**src/hrsp_pkg.sv**
```systemverilog
// Types, constants and prefix tables for the HTTP response stream parser.
package hrsp_pkg;

    localparam int LEN_BITS = 24;
    localparam logic [35:0] LEN_MAX_W = (36'd1 << LEN_BITS) - 36'd1;
    localparam logic [LEN_BITS-1:0] LEN_MAX = LEN_MAX_W[LEN_BITS-1:0];

    localparam int LEN_PREFIX_N   = 15;
    localparam int STAMP_PREFIX_N = 21;
    localparam int POS_SAT        = 22;

    localparam int STATUS_W = 11;
    localparam int LENF_W   = LEN_BITS + 1;
    localparam int STAMP_W  = 32;

    // result tdata layout, lowest bit up
    localparam int OFS_BYTE   = 0;
    localparam int OFS_INDEX  = OFS_BYTE + 8;
    localparam int OFS_OK     = OFS_INDEX + LEN_BITS;
    localparam int OFS_STATUS = OFS_OK + 1;
    localparam int OFS_LENF   = OFS_STATUS + STATUS_W;
    localparam int OFS_STAMP  = OFS_LENF + LENF_W;
    localparam int OFS_COUNT  = OFS_STAMP + STAMP_W;
    localparam int OUT_BITS   = OFS_COUNT + LEN_BITS;
    localparam int OUT_W      = ((OUT_BITS + 7) / 8) * 8;

    typedef enum logic [1:0] {
        CMD_START = 2'd0,
        CMD_BYTE  = 2'd1,
        CMD_CLOSE = 2'd2
    } t_cmd;

    typedef enum logic {
        KIND_BODY = 1'b0,
        KIND_DONE = 1'b1
    } t_kind;

    typedef enum logic [1:0] {
        ST_WAIT_SPACE = 2'd0,
        ST_DIGITS     = 2'd1,
        ST_DONE       = 2'd2
    } t_status_phase;

    typedef enum logic [1:0] {
        NUM_SKIP   = 2'd0,
        NUM_DIGITS = 2'd1,
        NUM_DONE   = 2'd2
    } t_num_phase;

    localparam logic [7:0] CH_TAB   = 8'd9;
    localparam logic [7:0] CH_LF    = 8'd10;
    localparam logic [7:0] CH_CR    = 8'd13;
    localparam logic [7:0] CH_SPACE = 8'd32;
    localparam logic [7:0] CH_PLUS  = 8'd43;
    localparam logic [7:0] CH_MINUS = 8'd45;
    localparam logic [7:0] CH_0     = 8'd48;
    localparam logic [7:0] CH_9     = 8'd57;
    localparam logic [7:0] CH_UC_A  = 8'd65;
    localparam logic [7:0] CH_UC_Z  = 8'd90;

    function automatic logic [7:0] len_char(input logic [4:0] p);
        case (p)
            5'd0:  len_char = "c";
            5'd1:  len_char = "o";
            5'd2:  len_char = "n";
            5'd3:  len_char = "t";
            5'd4:  len_char = "e";
            5'd5:  len_char = "n";
            5'd6:  len_char = "t";
            5'd7:  len_char = "-";
            5'd8:  len_char = "l";
            5'd9:  len_char = "e";
            5'd10: len_char = "n";
            5'd11: len_char = "g";
            5'd12: len_char = "t";
            5'd13: len_char = "h";
            5'd14: len_char = ":";
            default: len_char = 8'h00;
        endcase
    endfunction

    function automatic logic [7:0] stamp_char(input logic [4:0] p);
        case (p)
            5'd0:  stamp_char = "x";
            5'd1:  stamp_char = "-";
            5'd2:  stamp_char = "r";
            5'd3:  stamp_char = "e";
            5'd4:  stamp_char = "s";
            5'd5:  stamp_char = "p";
            5'd6:  stamp_char = "o";
            5'd7:  stamp_char = "n";
            5'd8:  stamp_char = "s";
            5'd9:  stamp_char = "e";
            5'd10: stamp_char = "-";
            5'd11: stamp_char = "t";
            5'd12: stamp_char = "i";
            5'd13: stamp_char = "m";
            5'd14: stamp_char = "e";
            5'd15: stamp_char = "s";
            5'd16: stamp_char = "t";
            5'd17: stamp_char = "a";
            5'd18: stamp_char = "m";
            5'd19: stamp_char = "p";
            5'd20: stamp_char = ":";
            default: stamp_char = 8'h00;
        endcase
    endfunction

endpackage

```
**src/http_response_stream_parser.sv**
```systemverilog
// HTTP/1.1 response stream parser: header parsing and body byte tagging.
//
// Input channel s_axis: one beat per command. tuser carries the command
// (start new response, received byte, connection closed), tdata the byte.
// Output channel m_axis: at most one result beat per input beat, either a
// body byte with its index and store flag (tuser = body) or a completion
// without a byte (tuser = done). tlast marks the beat that ends the response.
// Config channel cfg: writes the store limit in bytes; always ready.
//
// Throughput is one input beat per cycle while the receiver does not stall: the
// parser state and the result register are updated in the same cycle the beat
// is accepted. A result is visible on m_axis in the cycle after its input beat.
// When the receiver stalls, the result is held in the output register and
// s_axis_tready drops until the result is taken; a new beat is accepted in
// the same cycle the held result leaves.
// Synchronous reset clears the parser to await a status line, clears the
// timestamp, sets the store limit to its maximum and empties the output.
module http_response_stream_parser (
    input  logic                          i_clk,
    input  logic                          i_rst_n,
    input  logic                          s_axis_tvalid,
    output logic                          s_axis_tready,
    input  logic [7:0]                    s_axis_tdata,  // rx_byte
    input  logic [1:0]                    s_axis_tuser,  // cmd
    output logic                          m_axis_tvalid,
    input  logic                          m_axis_tready,
    // body_byte, body_index, store_ok, status_code, length_field,
    // response_stamp, bytes_counted, zero pad
    output logic [hrsp_pkg::OUT_W-1:0]    m_axis_tdata,
    output logic                          m_axis_tuser,  // kind
    output logic                          m_axis_tlast,  // last
    input  logic                          i_cfg_valid,
    output logic                          o_cfg_ready,
    input  logic [hrsp_pkg::LEN_BITS-1:0] i_cfg_data     // store_limit
);
    import hrsp_pkg::*;

    logic [LEN_BITS-1:0] r_store_limit;
    logic                r_in_body, n_in_body;
    logic                r_on_status, n_on_status;
    logic [4:0]          r_pos, n_pos;
    logic                r_began_cr, n_began_cr;
    t_status_phase       r_st_phase, n_st_phase;
    logic [STATUS_W-1:0] r_status, n_status;
    logic                r_len_ok, n_len_ok;
    logic                r_stamp_ok, n_stamp_ok;
    t_num_phase          r_num_phase, n_num_phase;
    logic                r_neg, n_neg;
    logic [31:0]         r_accum, n_accum;
    logic [LENF_W-1:0]   r_len, n_len;
    logic [31:0]         r_stamp, n_stamp;
    logic [LEN_BITS-1:0] r_count, n_count;
    logic                r_finished, n_finished;

    logic                r_out_valid;
    logic [OUT_W-1:0]    r_out_data;
    logic                r_out_kind;
    logic                r_out_last;

    logic                accept;
    logic [7:0]          c, lc;
    logic                is_digit, is_ws;
    logic [3:0]          dval;
    logic                len_done, stamp_done, take_digit;
    logic [35:0]         mul10;
    logic [13:0]         st_mul;
    logic                blank;

    logic                res_valid;
    t_kind               res_kind;
    logic [7:0]          res_byte;
    logic [LEN_BITS-1:0] res_idx;
    logic                res_ok;
    logic                res_last;
    logic [STATUS_W-1:0] res_status;
    logic [OUT_W-1:0]    res_data;

    assign s_axis_tready = !r_out_valid || m_axis_tready;
    assign accept        = s_axis_tvalid && s_axis_tready;
    assign o_cfg_ready   = 1'b1;

    assign c        = s_axis_tdata;
    assign lc       = (c >= CH_UC_A && c <= CH_UC_Z) ? c + 8'd32 : c;
    assign is_digit = (c >= CH_0) && (c <= CH_9);
    assign is_ws    = (c == CH_SPACE) || (c >= CH_TAB && c <= CH_CR);
    assign dval     = c[3:0];
    assign len_done   = r_len_ok && (r_pos >= 5'(LEN_PREFIX_N));
    assign stamp_done = r_stamp_ok && (r_pos >= 5'(STAMP_PREFIX_N));
    assign mul10  = ({4'd0, r_accum} << 3) + ({4'd0, r_accum} << 1) + {32'd0, dval};
    assign st_mul = ({4'd0, r_status[9:0]} << 3) + ({4'd0, r_status[9:0]} << 1)
                  + {10'd0, dval};

    always_comb begin
        n_in_body   = r_in_body;
        n_on_status = r_on_status;
        n_pos       = r_pos;
        n_began_cr  = r_began_cr;
        n_st_phase  = r_st_phase;
        n_status    = r_status;
        n_len_ok    = r_len_ok;
        n_stamp_ok  = r_stamp_ok;
        n_num_phase = r_num_phase;
        n_neg       = r_neg;
        n_accum     = r_accum;
        n_len       = r_len;
        n_stamp     = r_stamp;
        n_count     = r_count;
        n_finished  = r_finished;
        take_digit  = 1'b0;
        blank       = 1'b0;
        res_valid   = 1'b0;
        res_kind    = KIND_DONE;
        res_byte    = 8'd0;
        res_idx     = '0;
        res_ok      = 1'b0;
        res_last    = 1'b1;

        case (t_cmd'(s_axis_tuser))
            CMD_START: begin
                n_in_body   = 1'b0;
                n_on_status = 1'b1;
                n_st_phase  = ST_WAIT_SPACE;
                n_status    = '1;
                n_len       = '1;
                n_count     = '0;
                n_finished  = 1'b0;
                n_pos       = '0;
                n_began_cr  = 1'b0;
                n_len_ok    = 1'b1;
                n_stamp_ok  = 1'b1;
                n_num_phase = NUM_SKIP;
                n_neg       = 1'b0;
                n_accum     = '0;
            end
            CMD_CLOSE: begin
                if (!r_finished) begin
                    n_finished = 1'b1;
                    res_valid  = 1'b1;
                end
            end
            CMD_BYTE: begin
                if (!r_finished && r_in_body) begin
                    n_count   = (r_count < LEN_MAX) ? r_count + 1'b1 : r_count;
                    res_valid = 1'b1;
                    res_kind  = KIND_BODY;
                    res_byte  = c;
                    res_idx   = r_count;
                    res_ok    = r_count < r_store_limit;
                    res_last  = !r_len[LENF_W-1] && (n_count >= r_len[LEN_BITS-1:0]);
                    if (res_last) begin
                        n_finished = 1'b1;
                    end
                end else if (!r_finished) begin
                    if (r_on_status) begin
                        case (r_st_phase)
                            ST_WAIT_SPACE: begin
                                if (c == CH_SPACE) begin
                                    n_status   = '0;
                                    n_st_phase = ST_DIGITS;
                                end
                            end
                            ST_DIGITS: begin
                                if (is_digit) begin
                                    n_status = (st_mul > 14'd999) ? STATUS_W'(999)
                                                                  : st_mul[STATUS_W-1:0];
                                end else begin
                                    n_st_phase = ST_DONE;
                                end
                            end
                            default: ;
                        endcase
                    end

                    if (len_done || stamp_done) begin
                        case (r_num_phase)
                            NUM_SKIP: begin
                                if (is_ws) begin
                                end else if (c == CH_MINUS) begin
                                    n_neg       = 1'b1;
                                    n_num_phase = NUM_DIGITS;
                                end else if (c == CH_PLUS) begin
                                    n_num_phase = NUM_DIGITS;
                                end else if (!is_digit) begin
                                    n_num_phase = NUM_DONE;
                                end else begin
                                    n_num_phase = NUM_DIGITS;
                                    take_digit  = 1'b1;
                                end
                            end
                            NUM_DIGITS: begin
                                if (is_digit) begin
                                    take_digit = 1'b1;
                                end else begin
                                    n_num_phase = NUM_DONE;
                                end
                            end
                            default: n_num_phase = NUM_DONE;
                        endcase
                        if (take_digit) begin
                            if (len_done && mul10 > LEN_MAX_W) begin
                                n_accum = LEN_MAX_W[31:0];
                            end else begin
                                n_accum = mul10[31:0];
                            end
                        end
                    end
                    if (!len_done && r_pos < 5'(LEN_PREFIX_N) && lc != len_char(r_pos)) begin
                        n_len_ok = 1'b0;
                    end
                    if (!stamp_done && r_pos < 5'(STAMP_PREFIX_N)
                            && lc != stamp_char(r_pos)) begin
                        n_stamp_ok = 1'b0;
                    end

                    if (c != CH_LF) begin
                        if (r_pos == 5'd0 && c == CH_CR) begin
                            n_began_cr = 1'b1;
                        end
                        if (r_pos < 5'(POS_SAT)) begin
                            n_pos = r_pos + 5'd1;
                        end
                    end else begin
                        if (len_done) begin
                            if (n_neg && n_accum != 32'd0) begin
                                n_len = '1;
                            end else begin
                                n_len = {1'b0, n_accum[LEN_BITS-1:0]};
                            end
                        end
                        if (stamp_done) begin
                            n_stamp = n_neg ? 32'd0 - n_accum : n_accum;
                        end
                        n_on_status = 1'b0;
                        blank       = (r_pos == 5'd0) || (r_pos == 5'd1 && r_began_cr);
                        n_pos       = '0;
                        n_began_cr  = 1'b0;
                        n_len_ok    = 1'b1;
                        n_stamp_ok  = 1'b1;
                        n_num_phase = NUM_SKIP;
                        n_neg       = 1'b0;
                        n_accum     = '0;
                        if (blank) begin
                            n_in_body = 1'b1;
                            if (n_len == '0) begin
                                n_finished = 1'b1;
                                res_valid  = 1'b1;
                            end
                        end
                    end
                end
            end
            default: ;
        endcase

        res_status = n_on_status ? '1 : n_status;
        res_data = '0;
        res_data[OFS_BYTE +: 8]         = res_byte;
        res_data[OFS_INDEX +: LEN_BITS] = res_idx;
        res_data[OFS_OK]                = res_ok;
        res_data[OFS_STATUS +: STATUS_W] = res_status;
        res_data[OFS_LENF +: LENF_W]    = n_len;
        res_data[OFS_STAMP +: STAMP_W]  = n_stamp;
        res_data[OFS_COUNT +: LEN_BITS] = n_count;
    end

    always_ff @(posedge i_clk) begin
        if (!i_rst_n) begin
            r_store_limit <= LEN_MAX;
            r_in_body     <= 1'b0;
            r_on_status   <= 1'b1;
            r_pos         <= '0;
            r_began_cr    <= 1'b0;
            r_st_phase    <= ST_WAIT_SPACE;
            r_status      <= '1;
            r_len_ok      <= 1'b1;
            r_stamp_ok    <= 1'b1;
            r_num_phase   <= NUM_SKIP;
            r_neg         <= 1'b0;
            r_accum       <= '0;
            r_len         <= '1;
            r_stamp       <= '0;
            r_count       <= '0;
            r_finished    <= 1'b0;
            r_out_valid   <= 1'b0;
        end else begin
            if (i_cfg_valid) begin
                r_store_limit <= i_cfg_data;
            end
            if (accept) begin
                r_in_body   <= n_in_body;
                r_on_status <= n_on_status;
                r_pos       <= n_pos;
                r_began_cr  <= n_began_cr;
                r_st_phase  <= n_st_phase;
                r_status    <= n_status;
                r_len_ok    <= n_len_ok;
                r_stamp_ok  <= n_stamp_ok;
                r_num_phase <= n_num_phase;
                r_neg       <= n_neg;
                r_accum     <= n_accum;
                r_len       <= n_len;
                r_stamp     <= n_stamp;
                r_count     <= n_count;
                r_finished  <= n_finished;
            end
            if (accept && res_valid) begin
                r_out_valid <= 1'b1;
            end else if (m_axis_tready) begin
                r_out_valid <= 1'b0;
            end
        end
    end

    always_ff @(posedge i_clk) begin
        if (accept && res_valid) begin
            r_out_data <= res_data;
            r_out_kind <= res_kind;
            r_out_last <= res_last;
        end
    end

    assign m_axis_tvalid = r_out_valid;
    assign m_axis_tdata  = r_out_data;
    assign m_axis_tuser  = r_out_kind;
    assign m_axis_tlast  = r_out_last;

endmodule

```
**config.mk**
```make
export PLATFORM = sky130hd
export DESIGN_NAME = http_response_stream_parser
export DESIGN_NICKNAME = d
export VERILOG_FILES = /design/src/hrsp_pkg.sv /design/src/http_response_stream_parser.sv
export SDC_FILE = /design/constraint.sdc
export NUM_CORES = 1
export LEC_CHECK = 0
export ABC_AREA = 1
export ABC_CLOCK_PERIOD_IN_PS = 22800
export BUFFER_PORTS_ARGS = -buffer_cell sky130_fd_sc_hd__clkbuf_2
export CAP_MARGIN = 25
export CORE_MARGIN = 2
export CORE_UTILIZATION = 25
export CTS_CLUSTER_SIZE = 12
export DETAILED_ROUTE_END_ITERATION = 8
export PLACE_DENSITY_LB_ADDON = 0.05
export SYNTH_ARGS = -nofsm -noshare
export SYNTH_HDL_FRONTEND = slang
export SYNTH_SLANG_ARGS = --single-unit
```
**constraint.sdc**
```tcl
create_clock -name i_clk -period 22.8 [get_ports i_clk]
set_input_delay 3.42 -clock i_clk [delete_from_list [all_inputs] [get_ports i_clk]]
set_output_delay 3.42 -clock i_clk [all_outputs]
set_load 0.01 [all_outputs]
```
==> impl_summary.txt, run 1 <==
----------------------------------------------------
[Timing]
  Number of pins with negative max-slew slack in the final report ... 0
  Final worst path period need ... 9760 ps
  Final clock period utilization by the worst path ... 42.8%
  Worst Clk Skew ... 22.4 ps
  Actual transition at the worst max-transition pin ... 1030 ps
  Headroom to the max-slew limit ... 31.3%
  Least setup slack across all paths after layout ... 13,040 ps
  Maximum operating frequency ... 0.103 GHz
  Final-report hold violation count ... 0
  Accumulated negative setup slack ... 0 ps
  Setup repair after global routing missed its margin ... false
  Setup-violating endpoint count in the final report ... 0

[CTS]
  TritonCTS clock tree ... built
  Quantity of hold-fixing buffers added after cts ... 0
  Number of buffers on the longest clock path ... 3
  H-Tree Level Count ... 2
  TritonCTS buffer count ... 41
  Number of sinks on the clock net ... 306
  Number of gates given a new drive strength after cts ... 0
  Buffers inserted by post-CTS timing repair ... 0
  Clock latency of the later-clocked register in the worst-skew pair ... 580 ps
  Clock slew seen by the registers of the worst setup and hold paths ... 50 ps
  Clock root buffer ... clkbuf_16

[Setup path]
  CP startpoint kind ... input port
  Cell repeated most along the worst path ... nand2_1
  Classification of the worst setup path ... in -> reg
  Critical path peak fanout ... 84
  Library cell contributing the largest single delay on the critical path ... inv_6
  Worst stage delay on the critical path ... 660 ps
  CP top delay family ... simple AND/OR/NAND/NOR gates
  Kind of capture point of the worst setup path ... flip-flop
  Buf+Inv Stages, Crit Path ... 4
  CP Data Arrival Time ... 9950 ps
  Required time at the worst-slack endpoint ... 22,990 ps

[Status]
  Status ... finished clean

[Route]
  Number of DRC violations after detailed-routing iteration 0 ... 902
  Detailed-route wire length per cell ... 18.7 um
  Drt total wl ... 74,300 um
  Routed vias/inst ... 4.65
  Drt first pass iters ... 5
  Count of nets left with antenna violations after detail routing ... 0
  Remaining routing DRC violations ... 0
  DR vias ... 18.5k

[Final layout]
  Final cell count without fillers ... 3,981
  Area used by multi-input combinational logic ... 10,800 um2
  Total number of nets in the final design ... 3,082
  Area growth, synth to finish ... 15.8%
  Fraction of layout cells with a size suffix above 1 ... 11.7%
  Number of filler cells placed in the layout ... 8,816
  Total area of sequential cells ... 7400 um2

[Global route]
  Overall global routing resource usage ... 17.6%
  Largest net degree at the start of global routing ... 85
  Antenna violations before repair ... 5
  Global-route wire length before repair ... 112,000 um
  Vias in the first global route ... 18.3k
  Overall overflow remaining after global route ... 0

[Worst hold path]
  Class of the tightest hold or removal check ... reg -> reg

[Power]
  Cell leakage power ... 11.3 nW
  Peak supply drop ... 0.0000418 V
  Total power density per cell area ... 61.2 nW/um2

[Floorplanning]
  Boundary pin count ... 172
  Overall die width ... 288 um
  Total Die Area ... 82,700 um2
  Die Y ... 288 um
  Floorplan core area ... 80,000 um2
  Starting density of the core ... 25.1%
  Standard-cell rows ... 104

[Synth]
  Yosys warning count ... 0
  Async S/R FF share, synth ... 0%
  Number of different library cells in the post-synthesis netlist ... 63
  Post-synthesis cell area ... 20,100 um2
  Post-synthesis average cell area ... 7.29 um2
  Proportion of synthesized chip area in sequential cells ... 36.8%
  Most common flop cell mapped by yosys ... dfxtp_1
  Post-synth EDFFs ... 127
  Count of state elements after synthesis ... 306
  Post-Syn Instances ... 2,761

[Placed design]
  Post-Place Cells ... 3,905
  Post-placement worst setup slack ... 12,430 ps
  Final estimated routing congestion in global placement ... 0.835
  PortBufs ... 167
  DP Wirelength ... 56,800 um

[Job]
  Maximum Capacitance Violations ... 0

----------------------------------------------------
==> layout by cell type, fill, tap and decap left out, drive strengths merged, types with 3 or more instances in the layout <==
cell / n
a21oi: 213
nor3b: 3
o22ai: 11
o221ai: 8
clkbuf: 231
or2: 28
dfxtp: 179
edfxtp: 127
nor3: 34
a31oi: 10
conb: 4
nor2: 270
inv: 391
nand2: 682
nand4: 9
clkinv: 14
o21ai: 191
fa: 4
buf: 23
a221oi: 22
ha: 151
a22oi: 19
nor4: 15
xnor2: 6
nand3: 90
a211oi: 6
xor2: 64
o21bai: 4
nand3b: 11
o211ai: 64
o31ai: 3
o21a: 12
==> worst paths after layout <==
check                   startpoint                to  slack (ps)  cells past startpoint
hold / removal    r_store_limit[0]  r_store_limit[0]         460                      2
hold reg to reg   r_store_limit[0]  r_store_limit[0]         460                      2
setup / recovery   s_axis_tdata[3]  m_axis_tdata[58]       13040                     34
setup reg to reg        r_accum[0]  m_axis_tdata[58]       15750                     33
==> synth_stat cells (10+ instances only) <==
master | n | area [um2]
nand2_1 | 657 | 2470
inv_1 | 382 | 1430
nor2_1 | 260 | 976
a21oi_1 | 210 | 1050
dfxtp_1 | 179 | 3580
o21ai_0 | 168 | 841
ha_1 | 151 | 1890
edfxtp_1 | 127 | 3810
nand3_1 | 87 | 435
clkbuf_1 | 80 | 300
o211ai_1 | 64 | 480
xor2_1 | 64 | 561
nor3_1 | 32 | 160
or2_2 | 27 | 169
nand2_2 | 24 | 150
a221oi_1 | 21 | 184
o21ai_1 | 20 | 100
a22oi_1 | 19 | 143
nor4_1 | 14 | 87.6
o21a_1 | 12 | 90.1
nand3b_1 | 11 | 82.6
o22ai_1 | 11 | 68.8
a31oi_1 | 10 | 62.6
buf_2 | 10 | 50.1
==> power by group <==
group / total, mW / leakage, nW / internal, mW / switching (mW)
clock: 0.625 / 0.620 / 0.368 / 0.257
combinational: 0.185 / 8.08 / 0.0611 / 0.124
sequential: 0.616 / 2.63 / 0.598 / 0.0184
total: 1.43 / 11.3 / 1.03 / 0.399
==> registers in the layout (all words and copies together) (netlist names), named ones only <==
| signal | cells |
|---|---|
| r_len | 25 |
| m_axis_tlast | 1 |
| r_on_status | 1 |
| r_accum | 32 |
| m_axis_tdata | 125 |
| r_in_body | 1 |
| r_stamp | 32 |
| r_pos | 5 |
| m_axis_tuser | 1 |
| r_len_ok | 1 |
| r_st_phase | 2 |
| r_neg | 1 |
| r_stamp_ok | 1 |
| r_count | 24 |
| m_axis_tvalid | 1 |
| r_finished | 1 |
| r_num_phase | 2 |
| r_status | 11 |
| r_began_cr | 1 |
| r_store_limit | 24 |
==> worst register-to-register path: cells and delay by family (launching register included) <==
kind	cells	cell delay (ps)
compound gates	1	200
fa+ha+maj	3	1160
buf+inv	3	1530
flops	1	440
simple gates	26	3250
==> metal layers <==
layer / vias to the layer above / global-route usage (%) / share of wire, %
li1: 9383 / - / -
met1: 8696 / 23.8 / 47
met2: 342 / 29.3 / 46
met3: 87 / 2.33 / 4.0
met4: 4 / 5.01 / 2.5
met5: - / 0 / 0.031
==> final cells by class <==
class / count / share of cell area (%)
Tap cell: 1060 / 5.69
Clock buffer: 64 / 5.08
Timing Repair Buffer: 190 / 4.33
Multi-Input combinational cell: 1952 / 46.3
Antenna cell: 1 / 0.0107
Inverter: 397 / 6.43
Clock inverter: 11 / 0.408
Sequential cell: 306 / 31.8
==> stage by stage <==
stage	total power, mW	utilization [%]	area, um2	hold slack [ps]
2_1_floorplan	0.751	-	20100	427
3_3_place_gp	0.814	27.5	22000	446
3_5_place_dp	0.815	27.5	22000	453
4_1_cts	1.45	29.1	23300	461
5_1_grt	1.50	29.1	23300	495
6_report	1.43	29.1	23300	457
==> cell families after synthesis <==
logic type	share of synthesized area, %
other	0.0373
buffers and inverters	9.77
AND/OR/NAND/NOR	23.7
adder cells (fa/ha/maj)	9.79
flip-flops	36.8
XOR/XNOR	3.05
AO/OA/AOI/OAI	16.9
(Power assumes the default switching activity.)
==> inputs of run 2 (changes only) <==
ABC_AREA = 0   (was 1)
ABC_CLOCK_PERIOD_IN_PS = 10000   (was 22800)
clock period = 10 ns   (was 22.8 ns; I/O delays follow)
==> impl_summary.txt, run 2 <==
----------------------------------------------------
[Power]
  Share of power burned in registers ... 44.5%
  Sw Pwr ... 740 uW
  Logic pwr share ... 7.4%
  Switching part of the total power ... 24.8%
  Part of the power in the clock network ... 48.0%
  Cell leakage power ... 9.21 nW
  Total power density per cell area ... 130 nW/um2
  Peak supply drop ... 0.000125 V
  Cell-internal power ... 2.25 mW
  Post-route total power ... 2.99 mW

[Floorplanning]
  Starting density of the core ... 25.1%
  Floorplan core area ... 78,700 um2
  Overall die width ... 285 um
  Total Die Area ... 81,500 um2
  Die Y ... 285 um
  Standard-cell rows ... 103
  Boundary pin count ... 172

[Synth]
  Async S/R FF share, synth ... 0%
  Top area cells in the synthesized netlist ... edfxtp_1, dfxtp_1, ha_1
  Most frequent cells after synthesis ... nand2_1, nor2_1, a21oi_1
  Post-synthesis average cell area ... 8.33 um2
  Most common flop cell mapped by yosys ... dfxtp_1
  Post-Syn Instances ... 2,377
  Yosys warning count ... 0
  Proportion of synthesized chip area in sequential cells ... 37.4%
  Post-synthesis cell area ... 19,800 um2
  Most repeated cell in the gate-level netlist after synthesis ... nand2_1
  Post-synth EDFFs ... 127
  Number of different library cells in the post-synthesis netlist ... 96
  Biggest area consumer among synthesized cells ... edfxtp_1
  Area share of the largest cell type after synthesis ... 19.3%
  Count of state elements after synthesis ... 306

[Timing]
  Final worst path period need ... 8420 ps
  Actual transition at the worst max-transition pin ... 1050 ps
  Maximum operating frequency ... 0.119 GHz
  Setup-violating endpoint count in the final report ... 0
  Final-report hold violation count ... 0
  Worst Clk Skew ... 27.1 ps
  Number of pins with negative max-slew slack in the final report ... 0
  Final clock period utilization by the worst path ... 84.2%
  Least setup slack across all paths after layout ... 1580 ps
  Setup repair after global routing missed its margin ... false
  Accumulated negative setup slack ... 0 ps
  Hold Worst Slack ... 451 ps
  Headroom to the max-slew limit ... 29.1%

[Setup path]
  Critical R2R Capture ... r_len[20]
  Required time at the worst-slack endpoint ... 10,430 ps
  R2r setup slk ... 1990 ps
  Classification of the worst setup path ... in -> reg
  Kind of capture point of the worst setup path ... flip-flop
  Critical path peak fanout ... 28
  Reg2Reg Depth ... 22
  CP Data Arrival Time ... 8850 ps
  CP startpoint kind ... input port
  Launching point of the worst reg2reg path ... r_accum[2]

[Worst hold path]
  Min-Delay Endpoint ... r_stamp[25]
  Beginning of the worst hold path ... r_stamp[25]
  Depth of the worst hold-timing path ... 2
  Class of the tightest hold or removal check ... reg -> reg

[Final layout]
  Top library cells by usage in the layout, fill and taps aside ... nand2_1, nor2_1, a21oi_1
  Largest register FFs ... 125
  Fraction of layout cells with a size suffix above 1 ... 12.9%
  Antenna Cells ... 0
  Area growth, synth to finish ... 16.4%
  Total number of nets in the final design ... 2,675
  Most frequent standard cell in the layout excluding fill and tap cells ... nand2_1

[Placed design]
  DP Wirelength ... 58,600 um
  Post-placement worst setup slack ... 1070 ps
  PortBufs ... 167
  Final estimated routing congestion in global placement ... 0.867

[CTS]
  Clock latency of the later-clocked register in the worst-skew pair ... 570 ps
  Quantity of hold-fixing buffers added after cts ... 0
  Number of gates given a new drive strength after cts ... 0
  TritonCTS buffer count ... 38
  Number of buffers on the longest clock path ... 3
  Buffers inserted by post-CTS timing repair ... 0
  TritonCTS clock tree ... built
  H-Tree Level Count ... 2
  Number of sinks on the clock net ... 306
  Clock root buffer ... clkbuf_16
  Clock slew seen by the registers of the worst setup and hold paths ... 60 ps

[Global route]
  Antenna violations before repair ... 1
  Largest net degree at the start of global routing ... 77
  Vias in the first global route ... 17.6k
  Global-route wire length before repair ... 117,000 um
  Overall global routing resource usage ... 18.8%
  Overall overflow remaining after global route ... 0

[Route]
  Detailed-route wire length per cell ... 22.0 um
  Remaining routing DRC violations ... 0
  Routed vias/inst ... 5.07
  Drt first pass iters ... 6
  Number of DRC violations after detailed-routing iteration 0 ... 1,286
  Drt total wl ... 78,400 um
  Count of nets left with antenna violations after detail routing ... 0
  DR vias ... 18.1k

[Job]
  Maximum Capacitance Violations ... 0

[Status]
  Status ... finished clean

----------------------------------------------------
==> run 2: cells by family after synthesis <==
family / after synthesis / share of synthesized area [%]
flip-flops: 306 / 37.4
multiplexers: 15 / 0.783
AO/OA/AOI/OAI: 685 / 21.7
other: 2 / 0.0379
XOR/XNOR: 95 / 4.20
buffers and inverters: 243 / 4.94
adder cells (fa/ha/maj): 155 / 9.95
AND/OR/NAND/NOR: 876 / 21.0
==> run 2: power groups by stage <==
stage	Combinational (mW)	Clock, mW	Sequential, mW
floorplan	0.140	0	1.36
finish	0.222	1.43	1.33
global route	0.250	1.53	1.33
detailed placement	0.224	0	1.36
global placement	0.222	0	1.36
CTS	0.225	1.49	1.33
==> run 2: how the worst max path moves through the flow <==
stage	from	end	slack (ps)	depth (start not counted)
6_report	s_axis_tdata[2]	r_len[20]	1580	24
2_1_floorplan	s_axis_tdata[3]	m_axis_tdata[0]	30	22
3_3_place_gp	s_axis_tdata[2]	r_len[20]	1160	24
4_1_cts	s_axis_tdata[2]	r_len[20]	1660	24
5_1_grt	s_axis_tdata[2]	r_len[5]	1020	24
3_5_place_dp	s_axis_tdata[2]	r_len[18]	1070	24
==> run 2: final cells by class <==
type | count | area (um2)
Fill cell | 8392 | 55700
Multi-Input combinational cell | 1830 | 11500
Sequential cell | 306 | 7400
Tap cell | 1050 | 1310
Timing Repair Buffer | 208 | 1190
Clock buffer | 53 | 1100
Inverter | 97 | 364
Clock inverter | 17 | 184
==> run 2: per-layer routing <==
metal  wire [um]  part of all wire, %  track usage [%]
met3        3050                  3.9             1.93
met1       36900                   47             26.0
met4        1750                  2.2             4.50
met5           0                    0                0
met2       36700                   47             31.4
==> run 2: per-stage QoR <==
step	utilization [%]	area [um2]	cells
after floorplan	-	19800	2379
after global placement	27.6	21700	3487
after detailed placement	27.6	21700	3489
after CTS	29.2	23000	3559
after global routing	29.3	23000	3561
final	29.3	23000	3561
==> run 2: worst max-delay path, stage by stage <==
cell	delay, ps
clkbuf_2	150
ha_1	310
ha_1	260
fa_1	440
a211oi_1	400
o21ai_0	270
a211oi_1	580
o221ai_1	190
o31ai_1	430
o211ai_1	330
nor4_4	480
a21oi_2	140
o22ai_2	290
ha_1	280
nor4b_2	280
nand3_1	120
o21ai_0	150
a2bb2oi_2	290
nand4_2	210
o311ai_4	450
buf_4	400
nand3_1	180
nor2_2	560
a21oi_1	140
